`src/jzc_pkg.sv`:
```
// ----------------------------------------------------------------------------
// jzc_pkg
// Shared types and constants for the joystick zone classifier.
// ----------------------------------------------------------------------------
package jzc_pkg;

	localparam int SAMPLE_BITS = 10;
	localparam int DZ_BITS     = 8;
	localparam int DEFL_BITS   = 8;
	localparam int ZONE_BITS   = 3;
	localparam int CFG_IDX_BITS  = 2;
	localparam int CFG_DATA_BITS = SAMPLE_BITS;
	localparam int DIV_STEPS   = DEFL_BITS;
	localparam int STEP_BITS   = $clog2(DIV_STEPS);

	localparam logic [SAMPLE_BITS-1:0] RAIL_MAX = {SAMPLE_BITS{1'b1}};

	localparam logic [SAMPLE_BITS-1:0] CENTER_RESET = SAMPLE_BITS'(512);
	localparam logic [DZ_BITS-1:0]     DEAD_ZONE_RESET = DZ_BITS'(60);
	localparam logic [DZ_BITS-1:0]     HYST_RESET      = DZ_BITS'(20);

	localparam logic [ZONE_BITS-1:0] ZONE_CTR = 3'd0;
	localparam logic [ZONE_BITS-1:0] ZONE_RT  = 3'd1;
	localparam logic [ZONE_BITS-1:0] ZONE_LT  = 3'd2;
	localparam logic [ZONE_BITS-1:0] ZONE_UP  = 3'd3;
	localparam logic [ZONE_BITS-1:0] ZONE_DN  = 3'd4;

	localparam logic [CFG_IDX_BITS-1:0] CFG_CENTER_X  = 2'd0;
	localparam logic [CFG_IDX_BITS-1:0] CFG_CENTER_Y  = 2'd1;
	localparam logic [CFG_IDX_BITS-1:0] CFG_DEAD_ZONE = 2'd2;
	localparam logic [CFG_IDX_BITS-1:0] CFG_HYST      = 2'd3;

	typedef struct packed {
		logic [SAMPLE_BITS-1:0] sample_x;
		logic [SAMPLE_BITS-1:0] sample_y;
	} in_beat_t;

	typedef struct packed {
		logic [ZONE_BITS-1:0] zone;
		logic [DEFL_BITS-1:0] deflection;
		logic                 zone_changed;
	} out_beat_t;

	typedef struct packed {
		logic capture;
		logic classify;
		logic div_step;
		logic load_out;
	} cmd_t;

endpackage

```
`src/jzc_ctrl.sv`:
```
// ----------------------------------------------------------------------------
// jzc_ctrl
// Sequencer: capture, classify, eight divide steps, then hand off to the
// output register. Owns both handshakes.
// ----------------------------------------------------------------------------
module jzc_ctrl (
	input  logic        clk,
	input  logic        arst_n,
	input  logic        in_valid,
	output logic        in_ready,
	output logic        out_valid,
	input  logic        out_ready,
	output jzc_pkg::cmd_t cmd
);
	import jzc_pkg::*;

	typedef enum logic [3:0] {
		S_IDLE  = 4'b0001,
		S_CLASS = 4'b0010,
		S_DIV   = 4'b0100,
		S_DONE  = 4'b1000
	} state_t;

	state_t               state_q, state_d;
	logic [STEP_BITS-1:0] step_q;
	logic                 out_valid_q;

	always_comb begin
		state_d      = state_q;
		cmd          = '0;
		in_ready     = 1'b0;
		unique case (state_q)
			S_IDLE: begin
				in_ready = 1'b1;
				if (in_valid) begin
					cmd.capture = 1'b1;
					state_d     = S_CLASS;
				end
			end
			S_CLASS: begin
				cmd.classify = 1'b1;
				state_d      = S_DIV;
			end
			S_DIV: begin
				cmd.div_step = 1'b1;
				if (step_q == STEP_BITS'(DIV_STEPS - 1))
					state_d = S_DONE;
			end
			S_DONE: begin
				// output slot must be free or emptying this cycle
				if (!out_valid_q || out_ready) begin
					cmd.load_out = 1'b1;
					state_d      = S_IDLE;
				end
			end
			default: state_d = S_IDLE;
		endcase
	end

	always_ff @(posedge clk or negedge arst_n) begin
		if (!arst_n) begin
			state_q     <= S_IDLE;
			step_q      <= '0;
			out_valid_q <= 1'b0;
		end else begin
			state_q <= state_d;
			if (cmd.classify)
				step_q <= '0;
			else if (cmd.div_step)
				step_q <= step_q + 1'b1;
			if (cmd.load_out)
				out_valid_q <= 1'b1;
			else if (out_ready)
				out_valid_q <= 1'b0;
		end
	end

	assign out_valid = out_valid_q;

endmodule

```
`src/jzc_datapath.sv`:
```
// ----------------------------------------------------------------------------
// jzc_datapath
// Config registers, offset and zone logic, restoring Q0.8 divider and the
// output register.
// ----------------------------------------------------------------------------
module jzc_datapath (
	input  logic                              clk,
	input  logic                              arst_n,
	input  logic                              cfg_we,
	input  logic [jzc_pkg::CFG_IDX_BITS-1:0]  cfg_index,
	input  logic [jzc_pkg::CFG_DATA_BITS-1:0] cfg_data,
	input  jzc_pkg::in_beat_t                 in_data,
	input  jzc_pkg::cmd_t                     cmd,
	output jzc_pkg::out_beat_t                out_data
);
	import jzc_pkg::*;

	logic [SAMPLE_BITS-1:0] center_x_q, center_y_q;
	logic [DZ_BITS-1:0]     dead_zone_q, hyst_q;
	logic [ZONE_BITS-1:0]   zone_q;

	logic [SAMPLE_BITS-1:0] sx_q, sy_q;
	logic [ZONE_BITS-1:0]   res_zone_q;
	logic                   changed_q;
	logic                   zero_q, sat_q;
	logic [SAMPLE_BITS-1:0] rem_q, den_q;
	logic [DEFL_BITS-1:0]   quot_q;
	out_beat_t              out_q;

	logic [SAMPLE_BITS-1:0] ax, ay, span_x, span_y, mag, span, num, den, rx, ry;
	logic [DZ_BITS:0]       limit;
	logic [SAMPLE_BITS-1:0] limit_w, dz_w;
	logic                   is_center, x_dom;
	logic [ZONE_BITS-1:0]   zone_d;
	logic [SAMPLE_BITS:0]   r2;
	logic                   take;

	always_ff @(posedge clk or negedge arst_n) begin
		if (!arst_n) begin
			center_x_q  <= CENTER_RESET;
			center_y_q  <= CENTER_RESET;
			dead_zone_q <= DEAD_ZONE_RESET;
			hyst_q      <= HYST_RESET;
		end else if (cfg_we) begin
			unique case (cfg_index)
				CFG_CENTER_X:  center_x_q  <= cfg_data;
				CFG_CENTER_Y:  center_y_q  <= cfg_data;
				CFG_DEAD_ZONE: dead_zone_q <= cfg_data[DZ_BITS-1:0];
				CFG_HYST:      hyst_q      <= cfg_data[DZ_BITS-1:0];
				default: ;
			endcase
		end
	end

	always_comb begin
		ax = (sx_q >= center_x_q) ? sx_q - center_x_q : center_x_q - sx_q;
		ay = (sy_q >= center_y_q) ? sy_q - center_y_q : center_y_q - sy_q;
		rx = RAIL_MAX - center_x_q;
		ry = RAIL_MAX - center_y_q;
		span_x = (center_x_q > rx) ? center_x_q : rx;
		span_y = (center_y_q > ry) ? center_y_q : ry;

		// leaving center needs the extra margin, any other zone counts as outside
		if (zone_q == ZONE_CTR)
			limit = {1'b0, dead_zone_q} + {1'b0, hyst_q};
		else
			limit = {1'b0, dead_zone_q};
		limit_w = SAMPLE_BITS'(limit);
		dz_w    = SAMPLE_BITS'(dead_zone_q);

		is_center = (ax <= limit_w) && (ay <= limit_w);
		x_dom     = (ax >= ay);
		if (is_center)
			zone_d = ZONE_CTR;
		else if (x_dom)
			zone_d = (sx_q > center_x_q) ? ZONE_LT : ZONE_RT;
		else
			zone_d = (sy_q > center_y_q) ? ZONE_DN : ZONE_UP;

		mag  = x_dom ? ax : ay;
		span = x_dom ? span_x : span_y;
		num  = mag - dz_w;
		den  = span - dz_w;

		r2   = {rem_q, 1'b0};
		take = (r2 >= {1'b0, den_q});
	end

	always_ff @(posedge clk or negedge arst_n) begin
		if (!arst_n)
			zone_q <= ZONE_CTR;
		else if (cmd.classify)
			zone_q <= zone_d;
	end

	always_ff @(posedge clk) begin
		if (cmd.capture) begin
			sx_q <= in_data.sample_x;
			sy_q <= in_data.sample_y;
		end
		if (cmd.classify) begin
			res_zone_q <= zone_d;
			changed_q  <= (zone_d != zone_q);
			zero_q     <= is_center || (mag <= dz_w);
			sat_q      <= (span <= dz_w) || (num >= den);
			rem_q      <= num;
			den_q      <= den;
			quot_q     <= '0;
		end else if (cmd.div_step) begin
			if (take)
				rem_q <= SAMPLE_BITS'(r2 - {1'b0, den_q});
			else
				rem_q <= r2[SAMPLE_BITS-1:0];
			quot_q <= {quot_q[DEFL_BITS-2:0], take};
		end
		if (cmd.load_out) begin
			out_q.zone         <= res_zone_q;
			out_q.zone_changed <= changed_q;
			if (zero_q)
				out_q.deflection <= '0;
			else if (sat_q)
				out_q.deflection <= {DEFL_BITS{1'b1}};
			else
				out_q.deflection <= quot_q;
		end
	end

	assign out_data = out_q;

endmodule

```
`src/joystick_zone_classifier_unit.sv`:
```
// Sequence: the input beat is captured, classified, divided one quotient bit
//   per cycle by the restoring divider, then loaded into the output register.
// Flow: one item in flight; a new beat is taken only after the last result
//   is loaded, which waits while the output register holds an untaken beat.
// Reset: async active low; registers return to defaults, zone to center.
// ----------------------------------------------------------------------------
// joystick_zone_classifier_unit
// Classifies a joystick sample pair into a zone with Q0.8 deflection.
// ----------------------------------------------------------------------------
module joystick_zone_classifier_unit (
	input  logic                              clk,
	input  logic                              arst_n,
	input  logic                              cfg_we,
	input  logic [jzc_pkg::CFG_IDX_BITS-1:0]  cfg_index,
	input  logic [jzc_pkg::CFG_DATA_BITS-1:0] cfg_data,
	input  logic                              in_valid,
	output logic                              in_ready,
	input  jzc_pkg::in_beat_t                 in_data,
	output logic                              out_valid,
	input  logic                              out_ready,
	output jzc_pkg::out_beat_t                out_data
);
	import jzc_pkg::*;

	cmd_t cmd;

	jzc_ctrl u_ctrl (
		.clk       (clk),
		.arst_n    (arst_n),
		.in_valid  (in_valid),
		.in_ready  (in_ready),
		.out_valid (out_valid),
		.out_ready (out_ready),
		.cmd       (cmd)
	);

	jzc_datapath u_dp (
		.clk       (clk),
		.arst_n    (arst_n),
		.cfg_we    (cfg_we),
		.cfg_index (cfg_index),
		.cfg_data  (cfg_data),
		.in_data   (in_data),
		.cmd       (cmd),
		.out_data  (out_data)
	);

endmodule

```
`config.mk`:
```
export PLATFORM = sky130hd
export DESIGN_NAME = joystick_zone_classifier_unit
export DESIGN_NICKNAME = d
export VERILOG_FILES = /design/src/jzc_pkg.sv /design/src/jzc_ctrl.sv /design/src/jzc_datapath.sv /design/src/joystick_zone_classifier_unit.sv
export SDC_FILE = /design/constraint.sdc
export NUM_CORES = 1
export LEC_CHECK = 0
export BUFFER_PORTS_ARGS = -buffer_cell sky130_fd_sc_hd__buf_2
export CAP_MARGIN = 20
export CELL_PAD_IN_SITES_DETAIL_PLACEMENT = 1
export CELL_PAD_IN_SITES_GLOBAL_PLACEMENT = 1
export CORE_UTILIZATION = 44
export CTS_CLUSTER_DIAMETER = 30
export CTS_CLUSTER_SIZE = 28
export DETAILED_ROUTE_END_ITERATION = 16
export PLACE_DENSITY = 0.74
export SKIP_LAST_GASP = 1
export SLEW_MARGIN = 15
export SYNTH_ARGS = -nofsm -noshare
export SYNTH_HDL_FRONTEND = slang
export SYNTH_SLANG_ARGS = --single-unit
```
`constraint.sdc`:
```
create_clock -name clk -period 7.6 [get_ports clk]
set_input_delay 0.38 -clock clk [delete_from_list [all_inputs] [get_ports clk]]
set_output_delay 0.38 -clock clk [all_outputs]
set_load 0.02 [all_outputs]
```
# == After elaboration in Yosys (flattened, before gate mapping) ==
# Index checks and enable logic that the tools add are counted.
# word_totals
ff_bits,113
out_inout_bits,14
word_cells,100
# op_classes
add_sub_neg,11
order_cmp,13
n_eq_ne,12
muxes,30
n_reduce_logical,14
# op_table
cell,count
$mux W10,9
$sub A10 B10 Y10,5
$ge A10 B10 Y1,4
$gt A10 B10 Y1,4
$le A10 B8 Y1,2
$le A10 B9 Y1,2
$sub A10 B10 Y10 const A,2
$sub A10 B8 Y10,2
$pmux W4 S4,1
$mux W3,5
$mux W4,3
$ge A11 B10 Y1,1
$add A8 B8 Y9,1
$mux W1,9
$mux W9,1
$mux W8,1
$reduce_and A2 Y1,4
$eq A2 B2 Y1 const B,2
$eq A4 B1 Y1 const B,1
$eq A4 B2 Y1 const B,1
$eq A4 B3 Y1 const B,1
$eq A4 B4 Y1 const B,1
$ne A2 B1 Y1 const B,2
$reduce_bool A2 Y1,2
12 further kinds,14

# == Logic depth before layout (Yosys ltp) ==
# Gate-level depths: netlist of run 1.
# depth
depth_word,7
ltp_mapped,39
depth_no_buf,35

# == Modules after synthesis ==
# Synthesis of run 1 repeated with hierarchy kept, for this count alone.
# hier_totals
cells_unflattened,950
area_unflattened_um2,9117.5
# by_module_without_submodules
mod,n_inst,cells_each,area_per_inst_um2,seq_area_each_um2
jzc_datapath,1,901,8640.8,2887.8
jzc_ctrl,1,49,476.7,201.4

# == Worst setup path after synthesis of run 1 ==
# No wires, ideal clock.
# synth_timing
path_kind,register to register
startpoint,reg u_dp.center_x_q[9]
endpoint,reg u_dp.sat_q (data pin)
setup_ns,0.254
arrival_time_ns,6.904
setup_slack_ns,0.442
stages_incl_launch_ff,33
path_cell_list,dfstp_2 -> clkbuf_1 -> inv_1 -> ha_1 -> nand4_1 -> or3_1 -> clkbuf_1 -> nand2_2 -> mux2_2 -> a211oi_2 -> xnor2_1 -> ha_1 -> or4_1 -> a21oi_1 -> o21a_1 -> o31ai_1 -> buf_2 -> clkbuf_1 -> clkbuf_1 -> nand2_1 -> o21ai_0 -> ha_1 -> o21a_1 -> o31a_1 -> o31a_1 -> or3_1 -> a2111oi_0 -> mux2_2 -> a21oi_1 -> xnor2_1 -> ha_1 -> a21oi_1 -> nand2_1
# synth_between
elab_chain_cells,7
elab_cells_between_ends,15
cone_classes,add/sub (5); order compare (5); mux (4); reduce/logical (1)
# synth_lines
element,line,text
"start, declared",jzc_datapath.sv:18,"logic [SAMPLE_BITS-1:0] center_x_q, center_y_q;"
"start signal, assigned",jzc_datapath.sv:46,CFG_CENTER_X: center_x_q <= cfg_data;
"$sub A10 B10 Y10, or another cell as far along",jzc_datapath.sv:56,ax = (sx_q >= center_x_q) ? sx_q - center_x_q : center_x_q - sx_q;
$mux W10 or $gt A10 B10 Y1 (tied branches),"jzc_datapath.sv:56, jzc_datapath.sv:60",
$ge A10 B10 Y1 or $mux W10 (tied branches),"jzc_datapath.sv:72, jzc_datapath.sv:60",
$mux W10 (on tied branches),"jzc_datapath.sv:80, jzc_datapath.sv:81",
$sub A10 B8 Y10 (on tied branches),"jzc_datapath.sv:82, jzc_datapath.sv:83",
$ge A10 B10 Y1,jzc_datapath.sv:105,sat_q <= (span <= dz_w) || (num >= den);
$logic_or A1 B1 Y1 (*),jzc_datapath.sv:105,
"end signal, assigned",jzc_datapath.sv:105,
"end, declared",jzc_datapath.sv:25,"logic zero_q, sat_q;"
# Every way passes the cells marked *; elsewhere a longest branch is shown, timed or not.
# A chain may end at the register's enable or synchronous reset.

# == Final worst setup path of run 1 ==
# Same ends and word-level chain as after synthesis.

==> results of run 1 <==
==> area by class of cell <==
class / instances / area share, %
Tap cell: 265 / 3.32
Clock inverter: 15 / 1.65
Clock buffer: 17 / 4.26
Multi-Input combinational cell: 677 / 52.3
Sequential cell: 113 / 30.9
Inverter: 97 / 3.68
Timing Repair Buffer: 66 / 3.87
==> path summary, 6_finish.rpt <==
kind,startpoint,end,slack (ns),depth (start not counted)
setup / recovery,u_dp.center_x_q[9]$_DFFE_PN1P_,u_dp.sat_q$_DFFE_PP_,0.40,27
hold / removal,in_data[6],u_dp.sy_q[6]$_DFFE_PP_,0.12,1
setup reg to reg,u_dp.center_x_q[9]$_DFFE_PN1P_,u_dp.sat_q$_DFFE_PP_,0.40,27
hold reg to reg,u_dp.res_zone_q[0]$_DFFE_PP_,u_dp.out_data[9]$_DFFE_PP_,0.44,0
max in group asynchronous,arst_n,u_dp.hyst_q[7]$_DFFE_PN0P_,6.66,2
min in group asynchronous,arst_n,u_ctrl.state_q[3]$_DFFE_PN0P_,0.50,2
==> worst max-delay path: stages (launching register included) <==
cell                        delay, ns
sky130_fd_sc_hd__dfstp_2         0.70
sky130_fd_sc_hd__inv_1           0.13
sky130_fd_sc_hd__ha_1            0.36
sky130_fd_sc_hd__nand4_1         0.16
sky130_fd_sc_hd__or3_1           0.53
sky130_fd_sc_hd__nand2_2         0.23
sky130_fd_sc_hd__mux2_2          0.38
sky130_fd_sc_hd__a211oi_2        0.17
sky130_fd_sc_hd__xnor2_1         0.19
sky130_fd_sc_hd__ha_1            0.27
sky130_fd_sc_hd__or4_1           0.50
sky130_fd_sc_hd__a21oi_1         0.14
sky130_fd_sc_hd__o21a_1          0.18
sky130_fd_sc_hd__o31ai_4         0.11
sky130_fd_sc_hd__buf_4           0.21
sky130_fd_sc_hd__o21ai_0         0.17
sky130_fd_sc_hd__ha_1            0.22
sky130_fd_sc_hd__nor2b_1         0.07
sky130_fd_sc_hd__o31a_1          0.28
sky130_fd_sc_hd__o31a_1          0.30
sky130_fd_sc_hd__or3_4           0.37
sky130_fd_sc_hd__a2111oi_2       0.30
sky130_fd_sc_hd__mux2_2          0.20
sky130_fd_sc_hd__a21oi_1         0.05
sky130_fd_sc_hd__xnor2_1         0.22
sky130_fd_sc_hd__ha_1            0.28
sky130_fd_sc_hd__a21oi_1         0.16
sky130_fd_sc_hd__nand2_1         0.06
==> registers in the layout (all words and copies together) (netlist names) <==
name / cells
u_dp.zero_q: 1
u_dp.dead_zone_q: 8
u_dp.center_x_q: 10
u_dp.rem_q: 10
u_dp.quot_q: 8
u_ctrl.state_q: 4
u_dp.den_q: 10
u_dp.center_y_q: 10
u_dp.sx_q: 10
u_dp.out_data: 12
u_dp.hyst_q: 8
u_dp.res_zone_q: 3
u_dp.changed_q: 1
u_dp.zone_q: 3
u_ctrl.out_valid: 1
u_ctrl.step_q: 3
u_dp.sy_q: 10
u_dp.sat_q: 1
==> cell usage after synthesis, types with 3 or more instances <==
cell / count / area, µm²
sky130_fd_sc_hd__nor2_1: 56 / 210
sky130_fd_sc_hd__edfxtp_1: 58 / 1740
sky130_fd_sc_hd__a21o_1: 28 / 210
sky130_fd_sc_hd__and2_1: 9 / 56.3
sky130_fd_sc_hd__nand3b_1: 3 / 22.5
sky130_fd_sc_hd__and3_1: 3 / 18.8
sky130_fd_sc_hd__xnor2_1: 34 / 298
sky130_fd_sc_hd__nor3_1: 12 / 60.1
sky130_fd_sc_hd__inv_1: 97 / 364
sky130_fd_sc_hd__o211ai_1: 6 / 45.0
sky130_fd_sc_hd__o21ai_1: 3 / 15.0
sky130_fd_sc_hd__dfstp_2: 9 / 236
sky130_fd_sc_hd__nor2b_1: 16 / 100
sky130_fd_sc_hd__nand4_1: 8 / 50.1
sky130_fd_sc_hd__dfxtp_1: 8 / 160
sky130_fd_sc_hd__nand2b_1: 12 / 75.1
sky130_fd_sc_hd__mux2i_1: 15 / 150
sky130_fd_sc_hd__clkbuf_1: 21 / 78.8
sky130_fd_sc_hd__buf_2: 5 / 25.0
sky130_fd_sc_hd__nand3_1: 12 / 60.1
sky130_fd_sc_hd__or2_2: 5 / 31.3
sky130_fd_sc_hd__or3_1: 4 / 25.0
sky130_fd_sc_hd__o21bai_1: 6 / 45.0
sky130_fd_sc_hd__a21oi_1: 84 / 420
sky130_fd_sc_hd__o31ai_1: 4 / 30.0
sky130_fd_sc_hd__a211oi_1: 7 / 52.6
sky130_fd_sc_hd__a22o_1: 9 / 78.8
sky130_fd_sc_hd__xor2_1: 24 / 210
sky130_fd_sc_hd__o22ai_1: 4 / 25.0
sky130_fd_sc_hd__fa_1: 8 / 160
sky130_fd_sc_hd__o21a_1: 13 / 97.6
sky130_fd_sc_hd__a221oi_1: 6 / 52.6
sky130_fd_sc_hd__ha_1: 112 / 1400
sky130_fd_sc_hd__nand2_1: 51 / 191
sky130_fd_sc_hd__a22oi_1: 3 / 22.5
sky130_fd_sc_hd__mux2_2: 36 / 405
sky130_fd_sc_hd__o21ai_0: 55 / 275
sky130_fd_sc_hd__dfrtp_1: 38 / 951
==> per-layer routing <==
metal	wire [µm]	GRT usage [%]
met4	467	9.05
met3	728	3.29
met1	10900	31.8
met2	11200	41.4
met5	0	0
==> timing repair <==
action                                 4_1_cts  5_1_grt
hold buffers                                 0        1
endpoints found under the hold margin        0        5
gates resized for setup                      0       12
setup buffers                                0        4
setup endpoints to repair                    0        2
==> per-stage QoR <==
| stage | util, % | cell area, µm² | setup TNS, ns |
|---|---|---|---|
| floorplan | - | 8750 | 0 |
| global placement | 47.8 | 9300 | 0 |
| detailed placement | 47.8 | 9300 | 0 |
| CTS | 50.8 | 9890 | 0 |
| global route | 51.3 | 9990 | -0.0521 |
| finish | 51.3 | 9990 | 0 |
==> kinds of logic after synthesis <==
family                     after synthesis  synth area share, %
DFF                                    113                 35.3
buffers and inverters                  126                 5.66
adders and majority gates              120                 17.8
AOI/OAI and AO/OA                      246                 17.5
xor gates and xnor gates                58                 5.80
muxes                                   54                 6.93
and+or+nand+nor                        199                 11.0
==> flow_summary.rst, run 1 <==
.. list-table::
   :header-rows: 1

   * - Metric
     - Value
   * - Number of iterations in the first detailed-routing pass
     - 7
   * - Placeable Area
     - 19500 µm²
   * - Deepest clock path buffer count
     - 2
   * - Die boundary height
     - 143 µm
   * - Post-route worst setup slack
     - slightly below 0.4 ns
   * - Overall fraction of global-route tracks in use
     - between 20 and 25%
   * - Drt via density
     - roughly 5.5
   * - IO Pins
     - between 50 and 60
   * - Number of global-route vias before repair
     - between 7000 and 8000
   * - Number of standard-cell rows in the floorplan
     - 51
   * - Final Net Count
     - around 1100
   * - Required time at the endpoint of the critical path
     - 7.78 ns
   * - Remaining global-route overflow
     - 0
   * - Placed insts
     - 1212
   * - Max Fclk
     - between 100 and 150 MHz
   * - Status
     - finished clean
   * - Share of synthesized area occupied by flip-flops and latches
     - between 30% and 40%
   * - Share of the cycle needed by the critical path after routing
     - a little over nine tenths
   * - Initial cell density of the core
     - between 40 and 50%
   * - Die outline width
     - 143 µm
   * - Final count of negative-setup-slack endpoints
     - 0
   * - Async set or reset register ratio after synthesis
     - approximately two fifths
   * - Arrival time at the worst endpoint
     - ~7.4 ns
   * - Hold Worst Slack
     - 0.118 ns
   * - Startpoint class of the critical path
     - register
   * - Number of cells in the finished layout apart from fillers
     - 1250
   * - Max-slew violation count
     - 0
   * - Synthesized area per cell
     - approximately 9.6 µm²
   * - CTS Root Buffer Type
     - sky130_fd_sc_hd__clkbuf_16
   * - Netlist area before placement
     - approximately 9000 µm²
   * - First-pass GRT wire length
     - ~38000 µm
   * - Number of synthesized flops with an enable pin
     - slightly below 60
   * - Slew margin rel.
     - between 30% and 40%
   * - Commonest non-fill, non-tap cell in the layout
     - sky130_fd_sc_hd__ha_1
   * - Clock Skews
     - ~0.011 ns
   * - Antenna violation net count after detailed routing
     - 0
   * - TritonCTS clock tree
     - done
   * - Instance count of the mapped netlist
     - approximately 900
   * - Drt wl/cell
     - about 19 µm
   * - Shortest period the worst path allows
     - 7.20 ns
   * - H-tree level count
     - 4
   * - Total wire length
     - about 23000 µm
   * - Number of distinct library cells after synthesis
     - between 60 and 70
   * - Initial DRC Count
     - ~260
   * - DRC violation count after routing
     - 0
   * - Insertion delay of the later-clocked pin in the worst-skew pair
     - 0.43 ns
   * - Maximum number of pins on one net before global-route repair
     - 48
   * - Final weighted congestion of routability-driven global placement
     - approximately 0.93
   * - Number of clock buffers inserted by TritonCTS
     - 17
   * - Most frequent cells in the layout
     - sky130_fd_sc_hd__ha_1 (112), sky130_fd_sc_hd__inv_1 (96), sky130_fd_sc_hd__a21oi_1 (84)
   * - Measured slew at the worst slew-check pin
     - roughly 1.0 ns
   * - IO Port Bufs
     - 50
   * - Most used flip-flop cell after synthesis
     - sky130_fd_sc_hd__edfxtp_1
   * - Layout Area Growth over Synthesis
     - 14.1%
   * - Number of antenna violations at the first check in global routing
     - 0
   * - Critical-path maximum fanout
     - 12
   * - Hold Crit Class
     - in -> reg
   * - Total number of vias
     - 6836
   * - Setup CP Type
     - reg -> reg
   * - Maximum capacitance violations
     - 0
   * - Yosys Warn Count
     - 0
   * - Die area
     - between 20000 and 25000 µm²
   * - Final Hold Violating Endpoints
     - 0
   * - Number of fill cells
     - 2254
   * - Post-placement worst setup slack
     - about 0.3 ns
   * - Post-detail-place hpwl
     - ~18000 µm
   * - Net count after synthesis
     - between 1000 and 1500
   * - FF+latch count, synth
     - 113
   * - Area of the multi-input gates
     - about 5200 µm²
   * - Number of inserted diodes
     - 0
   * - Sequential cell area
     - slightly above 3000 µm²
   * - Kind of end point of the critical path
     - register
   * - Share of final-layout standard cells stronger than drive strength 1
     - between 10% and 20%
   * - Clock-pin slew of the registers on the worst-case setup and hold paths
     - 0.07 ns
   * - Number of sinks handled by clock tree synthesis
     - 113
Power of run 1 is left out: the tool's default activity adds up to more than one toggle a clock period on the data nets, which glitch-free logic cannot reach.
==> run 2, diff against run 1 <==
Settings changed: CORE_UTILIZATION 44 to 49, PLACE_DENSITY 0.74 to 0.78, SYNTH_HIERARCHICAL set to 1.
Clock period 7.6 ns to 7.7 ns, I/O delays scaled along.
==> flow_summary.rst, run 2 <==
.. list-table::
   :header-rows: 1

   * - Metric
     - Value
   * - IO Pins
     - 51 (unchanged)
   * - H-tree level count
     - 4 (unchanged)
   * - Final Net Count
     - 1157 (was 1129)
   * - Instance count of the mapped netlist
     - 950 (was 916)
   * - Total number of vias
     - 7363 (was 6836)
   * - CTS Root Buffer Type
     - sky130_fd_sc_hd__clkbuf_16 (unchanged)
   * - Total Neg Setup Slack
     - 0 ns (unchanged)
   * - First-pass GRT wire length
     - 41200 µm (was 37800 µm)
   * - Antenna violation net count after detailed routing
     - 0 (unchanged)
   * - Max-slew violation count
     - 0 (unchanged)
   * - Number of synthesized flops with an enable pin
     - 58 (unchanged)
   * - Die outline width
     - 138 µm (was 143 µm)
   * - Number of clock buffers inserted by TritonCTS
     - 17 (unchanged)
   * - Commonest non-fill, non-tap cell in the layout
     - sky130_fd_sc_hd__ha_1 (unchanged)
   * - Number of cell instances on the worst register-to-register path
     - 29 (was 27)
   * - Post-synth top area share
     - 19.1% (was 19.9%)
   * - Number of fill cells
     - 2020 (was 2254)
   * - Share of final-layout standard cells stronger than drive strength 1
     - 17.5% (was 16.6%)
   * - Kind of end point of the critical path
     - register (unchanged)
   * - Clock Skews
     - 0.0155 ns (was 0.0114 ns)
   * - Required time at the endpoint of the critical path
     - 7.87 ns (was 7.78 ns)
   * - Setup slack of the worst register-to-register path
     - 0.44 ns (was 0.40 ns)
   * - Number of iterations in the first detailed-routing pass
     - 11 (was 7)
   * - Overall fraction of global-route tracks in use
     - 27.9% (was 24.5%)
   * - Share of synthesized area occupied by flip-flops and latches
     - 33.9% (was 35.3%)
   * - Async set or reset register ratio after synthesis
     - 41.6% (unchanged)
   * - Slowest cell on the critical path
     - sky130_fd_sc_hd__dfstp_2 (unchanged)
   * - Synthesized area per cell
     - 9.60 µm² (was 9.56 µm²)
   * - Hold Worst Slack
     - 0.0589 ns (was 0.118 ns)
   * - Measured slew at the worst slew-check pin
     - 0.786 ns (was 0.998 ns)
   * - Area leader, netlist
     - sky130_fd_sc_hd__edfxtp_1 (unchanged)
   * - DRC violation count after routing
     - 6 (was 0)
   * - Status
     - finished, violations left (was finished clean)
   * - Shortest period the worst path allows
     - 7.26 ns (was 7.20 ns)
   * - Leading cell types by count after synthesis
     - sky130_fd_sc_hd__ha_1 (112), sky130_fd_sc_hd__inv_1 (107), sky130_fd_sc_hd__nor2_1 (68), sky130_fd_sc_hd__a21oi_1 (62), sky130_fd_sc_hd__nand2_1 (59) (was sky130_fd_sc_hd__ha_1 (112), sky130_fd_sc_hd__inv_1 (97), sky130_fd_sc_hd__a21oi_1 (84), sky130_fd_sc_hd__edfxtp_1 (58), sky130_fd_sc_hd__nor2_1 (56))
   * - Setup repair after global routing missed its margin
     - no
   * - Net count after synthesis
     - 1107 (was 1073)
   * - IO Port Bufs
     - 50 (unchanged)
   * - Number of global-route vias before repair
     - 7762 (was 7214)
   * - Final count of negative-setup-slack endpoints
     - 0 (unchanged)
   * - Final weighted congestion of routability-driven global placement
     - 0.908 (was 0.932)
   * - Number of sinks handled by clock tree synthesis
     - 113 (unchanged)
   * - Delay contributed by the slowest stage of the critical path
     - 0.71 ns (was 0.70 ns)
   * - Max Fclk
     - 138 MHz (was 139 MHz)
   * - Critical R2R Capture
     - u_dp/sat_q$_DFFE_PP_ (was u_dp.sat_q$_DFFE_PP_)
   * - Number of distinct library cells after synthesis
     - 92 (was 63)
   * - Number of flip-flops in the largest register
     - 12 (unchanged)
   * - Setup CP Type
     - reg -> reg (unchanged)
   * - Die area
     - 19200 µm² (was 20500 µm²)
   * - Number of standard-cell rows in the floorplan
     - 49 (was 51)
   * - Most used flip-flop cell after synthesis
     - sky130_fd_sc_hd__edfxtp_1 (unchanged)
   * - Critical-path maximum fanout
     - 11 (was 12)
   * - Most frequent cells in the layout
     - sky130_fd_sc_hd__ha_1 (111), sky130_fd_sc_hd__inv_1 (107), sky130_fd_sc_hd__nor2_1 (68) (was sky130_fd_sc_hd__ha_1 (112), sky130_fd_sc_hd__inv_1 (96), sky130_fd_sc_hd__a21oi_1 (84))
   * - Share of the cycle needed by the critical path after routing
     - 94.3% (was 94.8%)
   * - Post-CTS Hold Buffers
     - 0 (unchanged)
   * - Insertion delay of the later-clocked pin in the worst-skew pair
     - 0.43 ns (about the same)
   * - Failing checks
     - design-rule violations
   * - Clock-pin slew of the registers on the worst-case setup and hold paths
     - 0.07 ns (about the same)
   * - Post-detail-place hpwl
     - 19600 µm (was 18400 µm)
   * - Remaining global-route overflow
     - 0 (unchanged)
   * - Arrival time at the worst endpoint
     - 7.43 ns (was 7.38 ns)
   * - Die boundary height
     - 138 µm (was 143 µm)
   * - FF+latch count, synth
     - 113 (unchanged)
   * - Most repeated cell in the gate-level netlist after synthesis
     - sky130_fd_sc_hd__ha_1 (unchanged)
   * - Hold Crit Class
     - in -> async (was in -> reg)
   * - Initial cell density of the core
     - 50.4% (was 45.0%)
   * - Initial DRC Count
     - 495 (was 262)
   * - Total wire length
     - 25800 µm (was 23300 µm)
   * - Synth top area cells
     - sky130_fd_sc_hd__edfxtp_1 (19%), sky130_fd_sc_hd__ha_1 (15%), sky130_fd_sc_hd__dfrtp_1 (10%) (was sky130_fd_sc_hd__edfxtp_1 (20%), sky130_fd_sc_hd__ha_1 (16%), sky130_fd_sc_hd__dfrtp_1 (11%))
   * - Number of antenna violations at the first check in global routing
     - 0 (unchanged)
   * - Maximum capacitance violations
     - 0 (unchanged)
   * - Netlist area before placement
     - 9120 µm² (was 8750 µm²)
   * - Yosys Warn Count
     - 6 (was 0)
   * - Startpoint class of the critical path
     - register (unchanged)
   * - Drt wl/cell
     - 20.7 µm (was 18.6 µm)
   * - R2R Path Start
     - u_dp/center_y_q[9]$_DFFE_PN1P_ (was u_dp.center_x_q[9]$_DFFE_PN1P_)
   * - Maximum number of pins on one net before global-route repair
     - 48 (unchanged)
   * - Layout Area Growth over Synthesis
     - 12.2% (was 14.1%)
   * - Placeable Area
     - 18100 µm² (was 19500 µm²)
   * - Number of inserted diodes
     - 0 (unchanged)
   * - Slew margin rel.
     - 47.6% (was 33.4%)
   * - TritonCTS clock tree
     - done (unchanged)
   * - Deepest clock path buffer count
     - 2 (unchanged)
   * - Final Hold Violating Endpoints
     - 0 (unchanged)
   * - Drt via density
     - 5.93 (was 5.47)
[run 2: kinds of logic (layout without fill, tap and decap cells)]
family	Yosys count	after routing	synth area share, %
AOI/OAI and AO/OA	234	234	17.4
and+or+nand+nor	234	234	13.1
buffers and inverters	136	199	6.19
adders and majority gates	120	120	17.1
DFF	113	113	33.9
muxes	59	59	6.98
xor gates and xnor gates	54	54	5.27
[run 2: layout make-up]
class                   count  area [µm²]  share of cell area (%)
inverters                 108         405                    3.96
repair buffers             59         329                    3.22
clock buffers              17         425                    4.16
multi-input cells         701        5500                    53.8
clock inverters            15         195                    1.91
flip-flops and latches    113        3090                    30.2
well taps                 229         287                    2.80
[run 2: routing by layer]
layer | vias up | track usage, % | wire (µm)
met1 | 3669 | 34.2 | 11100
li1 | 3468 | - | -
met3 | 47 | 3.67 | 969
met2 | 179 | 49.3 | 13000
met4 | 0 | 11.8 | 721
met5 | - | 0 | 0
[run 2: worst max path at each step]
stage / endpoint / depth (start not counted) / from
2_1_floorplan: u_dp/sat_q$_DFFE_PP_ / 34 / u_dp/center_y_q[9]$_DFFE_PN1P_
3_3_place_gp: u_dp/sat_q$_DFFE_PP_ / 28 / u_dp/center_y_q[9]$_DFFE_PN1P_
3_5_place_dp: u_dp/sat_q$_DFFE_PP_ / 29 / u_dp/center_x_q[9]$_DFFE_PN1P_
4_1_cts: u_dp/sat_q$_DFFE_PP_ / 32 / u_dp/sy_q[0]$_DFFE_PP_
5_1_grt: u_dp/sat_q$_DFFE_PP_ / 31 / u_dp/sy_q[0]$_DFFE_PP_
6_report: u_dp/sat_q$_DFFE_PP_ / 29 / u_dp/center_y_q[9]$_DFFE_PN1P_
[run 2: through the flow]
stage	std cells	setup WS [ns]	util (%)	instance area (µm²)
finish	1242	0.440	56.6	10200
global route	1242	0.0103	56.6	10200
CTS	1238	0.330	56.2	10200
detailed placement	1206	0.467	52.8	9540
global placement	1206	0.752	52.8	9540
floorplan	950	0.638	-	9120
[run 2: timing repair]
item | 4_1_cts | 5_1_grt
buffers inserted | 0 | 2
gates resized for setup | 0 | 6
setup endpoints to repair | 0 | 1
[run 2: worst max-delay path, delay by kind of cell, from the launching register on]
kind                     cells  cell delay [ns]
AND/OR/NAND/NOR             12             2.20
adder cells (fa/ha/maj)      4             1.29
XOR/XNOR                     1             0.17
flip-flops                   1             0.71
AO/OA/AOI/OAI               10             2.47
buffers and inverters        2             0.14
Power of run 2 is left out for the same reason.
==> run 3, diff against run 2 <==
Settings changed: ABC_AREA set to 1, CORE_UTILIZATION 49 to 47, PLACE_DENSITY 0.78 to 0.79.
==> flow_summary.rst, run 3 <==
.. list-table::
   :header-rows: 1

   * - Metric
     - Value
   * - Layout Area Growth over Synthesis
     - 12.4% (was 12.2%)
   * - Deepest clock path buffer count
     - 2 (unchanged)
   * - Final Instance Area
     - 10500 µm² (was 10200 µm²)
   * - Critical-path maximum fanout
     - 34 (was 11)
   * - Most repeated cell in the gate-level netlist after synthesis
     - sky130_fd_sc_hd__nand2_1 (was sky130_fd_sc_hd__ha_1)
   * - Instance area at placement
     - 9850 µm² (was 9540 µm²)
   * - Total number of vias
     - 8061 (was 7363)
   * - Drt wl/cell
     - 17.5 µm (was 20.7 µm)
   * - DRC violation count after routing
     - 0 (was 6)
   * - Slowest cell on the critical path
     - sky130_fd_sc_hd__dfstp_2 (unchanged)
   * - Post-synth top area share
     - 18.6% (was 19.1%)
   * - Number of standard-cell rows in the floorplan
     - 51 (was 49)
   * - Maximum number of pins on one net before global-route repair
     - 48 (unchanged)
   * - Remaining global-route overflow
     - 0 (unchanged)
   * - Maximum capacitance violations
     - 0 (unchanged)
   * - Post-detail-place hpwl
     - 21100 µm (was 19600 µm)
   * - Share of the cycle needed by the critical path after routing
     - 90.1% (was 94.3%)
   * - Setup slack of the worst register-to-register path
     - 0.76 ns (was 0.44 ns)
   * - Number of antenna violations at the first check in global routing
     - 0 (unchanged)
   * - Number of cells in the finished layout apart from fillers
     - 1535 (was 1242)
   * - Number of inserted diodes
     - 0 (unchanged)
   * - Hold Crit Class
     - in -> async (unchanged)
   * - First-pass GRT wire length
     - 43400 µm (was 41200 µm)
   * - Net count after synthesis
     - 1363 (was 1107)
   * - Final Hold Violating Endpoints
     - 0 (unchanged)
   * - Netlist area before placement
     - 9340 µm² (was 9120 µm²)
   * - Commonest non-fill, non-tap cell in the layout
     - sky130_fd_sc_hd__nand2_1 (was sky130_fd_sc_hd__ha_1)
   * - Die area
     - 20400 µm² (was 19200 µm²)
   * - Setup CP Type
     - reg -> reg (unchanged)
   * - Share of final-layout standard cells stronger than drive strength 1
     - 12.4% (was 17.5%)
   * - Number of synthesized flops with an enable pin
     - 58 (unchanged)
   * - Number of fill cells
     - 2419 (was 2020)
   * - Number of sinks handled by clock tree synthesis
     - 113 (unchanged)
   * - Number of iterations in the first detailed-routing pass
     - 5 (was 11)
   * - Slew margin rel.
     - 52.0% (was 47.6%)
   * - Antenna violation net count after detailed routing
     - 0 (unchanged)
   * - Total wire length
     - 26900 µm (was 25800 µm)
   * - Total Neg Setup Slack
     - 0 ns (unchanged)
   * - Critical path's top delay family
     - adder cells (was compound AO/OA/AOI/OAI gates)
   * - Share of synthesized area occupied by flip-flops and latches
     - 33.1% (was 33.9%)
   * - Arrival time at the worst endpoint
     - 7.11 ns (was 7.43 ns)
   * - Delay contributed by the slowest stage of the critical path
     - 0.64 ns (was 0.71 ns)
   * - Instance count of the mapped netlist
     - 1206 (was 950)
   * - Die outline width
     - 143 µm (was 138 µm)
   * - IO Port Bufs
     - 50 (unchanged)
   * - Setup fix buffers added after clock tree synthesis
     - 0 (unchanged)
   * - Final Net Count
     - 1414 (was 1157)
   * - Kind of end point of the critical path
     - register (unchanged)
   * - Required time at the endpoint of the critical path
     - 7.87 ns (about the same)
   * - TritonCTS clock tree
     - done (unchanged)
   * - Final count of negative-setup-slack endpoints
     - 0 (unchanged)
   * - Most frequent cells in the layout
     - sky130_fd_sc_hd__nand2_1 (296), sky130_fd_sc_hd__inv_1 (202), sky130_fd_sc_hd__ha_1 (112) (was sky130_fd_sc_hd__ha_1 (111), sky130_fd_sc_hd__inv_1 (107), sky130_fd_sc_hd__nor2_1 (68))
   * - Placed insts
     - 1502 (was 1206)
   * - Synth top area cells
     - sky130_fd_sc_hd__edfxtp_1 (19%), sky130_fd_sc_hd__ha_1 (15%), sky130_fd_sc_hd__nand2_1 (12%) (was sky130_fd_sc_hd__edfxtp_1 (19%), sky130_fd_sc_hd__ha_1 (15%), sky130_fd_sc_hd__dfrtp_1 (10%))
   * - Max Fclk
     - 144 MHz (was 138 MHz)
   * - Synthesized area per cell
     - 7.75 µm² (was 9.60 µm²)
   * - Placeable Area
     - 19500 µm² (was 18100 µm²)
   * - Area leader, netlist
     - sky130_fd_sc_hd__edfxtp_1 (unchanged)
   * - Leading cell types by count after synthesis
     - sky130_fd_sc_hd__nand2_1 (296), sky130_fd_sc_hd__inv_1 (202), sky130_fd_sc_hd__ha_1 (112), sky130_fd_sc_hd__o21ai_0 (101), sky130_fd_sc_hd__a21oi_1 (75) (was sky130_fd_sc_hd__ha_1 (112), sky130_fd_sc_hd__inv_1 (107), sky130_fd_sc_hd__nor2_1 (68), sky130_fd_sc_hd__a21oi_1 (62), sky130_fd_sc_hd__nand2_1 (59))
   * - Most used flip-flop cell after synthesis
     - sky130_fd_sc_hd__edfxtp_1 (unchanged)
   * - Startpoint class of the critical path
     - register (unchanged)
   * - Top cell by count, worst path
     - sky130_fd_sc_hd__nand2_1
   * - Clock Skews
     - 0.0125 ns (was 0.0155 ns)
   * - Initial cell density of the core
     - 48.0% (was 50.4%)
   * - Number of distinct library cells after synthesis
     - 45 (was 92)
   * - Final weighted congestion of routability-driven global placement
     - 0.894 (was 0.908)
   * - Async set or reset register ratio after synthesis
     - 41.6% (unchanged)
   * - Post-CTS Hold Buffers
     - 0 (unchanged)
   * - Number of global-route vias before repair
     - 8392 (was 7762)
   * - Total buffers and inverters traversed by the critical path
     - 4 (was 2)
   * - FF+latch count, synth
     - 113 (unchanged)
   * - CTS Root Buffer Type
     - sky130_fd_sc_hd__clkbuf_16 (unchanged)
   * - Number of clock buffers inserted by TritonCTS
     - 17 (unchanged)
   * - Status
     - finished clean (was finished, violations left)
   * - Overall fraction of global-route tracks in use
     - 28.2% (was 27.9%)
   * - Yosys Warn Count
     - 6 (unchanged)
   * - Insertion delay of the later-clocked pin in the worst-skew pair
     - 0.43 ns (about the same)
   * - Measured slew at the worst slew-check pin
     - 0.718 ns (was 0.786 ns)
   * - Shortest period the worst path allows
     - 6.94 ns (was 7.26 ns)
   * - Drt via density
     - 5.25 (was 5.93)
   * - H-tree level count
     - 4 (unchanged)
   * - Max-slew violation count
     - 0 (unchanged)
   * - Number of flip-flops in the largest register
     - 12 (unchanged)
   * - Clock-pin slew of the registers on the worst-case setup and hold paths
     - 0.07 ns (about the same)
   * - CTS resizes
     - 0 (unchanged)
   * - Setup repair after global routing missed its margin
     - no (unchanged)
   * - Initial DRC Count
     - 349 (was 495)
   * - Die boundary height
     - 143 µm (was 138 µm)
   * - IO Pins
     - 51 (unchanged)
## run 3: final cells by class
type | instances | area, µm² | share of cell area (%)
Clock buffer | 18 | 429 | 4.09
Clock inverter | 14 | 203 | 1.93
Inverter | 210 | 788 | 7.51
Multi-Input combinational cell | 859 | 5360 | 51.0
Sequential cell | 113 | 3090 | 29.4
Tap cell | 265 | 332 | 3.16
Timing Repair Buffer | 56 | 302 | 2.87
## run 3: metal layers
metal	global-route usage [%]	up-vias	routed length, µm
li1	-	4013	-
met1	35.0	3865	12100
met2	50.4	154	13500
met3	4.12	29	901
met4	8.49	0	464
met5	0	-	0
## run 3: path summary, 6_finish.rpt
path / end / start / depth (start not counted)
min in group clk: u_dp/sx_q[2]$_DFFE_PP_ / in_data[12] / 1
hold / removal: u_dp/center_x_q[8]$_DFFE_PN0P_ / arst_n / 2
hold reg to reg: u_dp/out_data[10]$_DFFE_PP_ / u_dp/res_zone_q[1]$_DFFE_PP_ / 0
setup / recovery: u_dp/sat_q$_DFFE_PP_ / u_dp/center_x_q[9]$_DFFE_PN1P_ / 32
max in group asynchronous: u_ctrl/step_q[1]$_DFFE_PN0P_ / arst_n / 2
setup reg to reg: u_dp/sat_q$_DFFE_PP_ / u_dp/center_x_q[9]$_DFFE_PN1P_ / 32
## run 3: cell families after synthesis
kind of cell,after synthesis,synth area share [%]
AO/OA/AOI/OAI,212,12.0
XOR/XNOR,52,4.96
adder cells (fa/ha/maj),120,16.7
buffers and inverters,234,9.64
flip-flops,113,33.1
multiplexers,4,0.429
AND/OR/NAND/NOR,471,23.1
## run 3: metrics by stage
stage               util (%)  worst slack (ns)  hold slack, ns
finish                  53.9             0.764          0.0583
global route            53.9             0.197           0.113
CTS                     53.9             0.840          0.0757
detailed placement      50.6              1.03           0.411
global placement        50.6              1.32           0.406
floorplan                  -              1.96          0.0894
Power of run 3 is left out for the same reason.
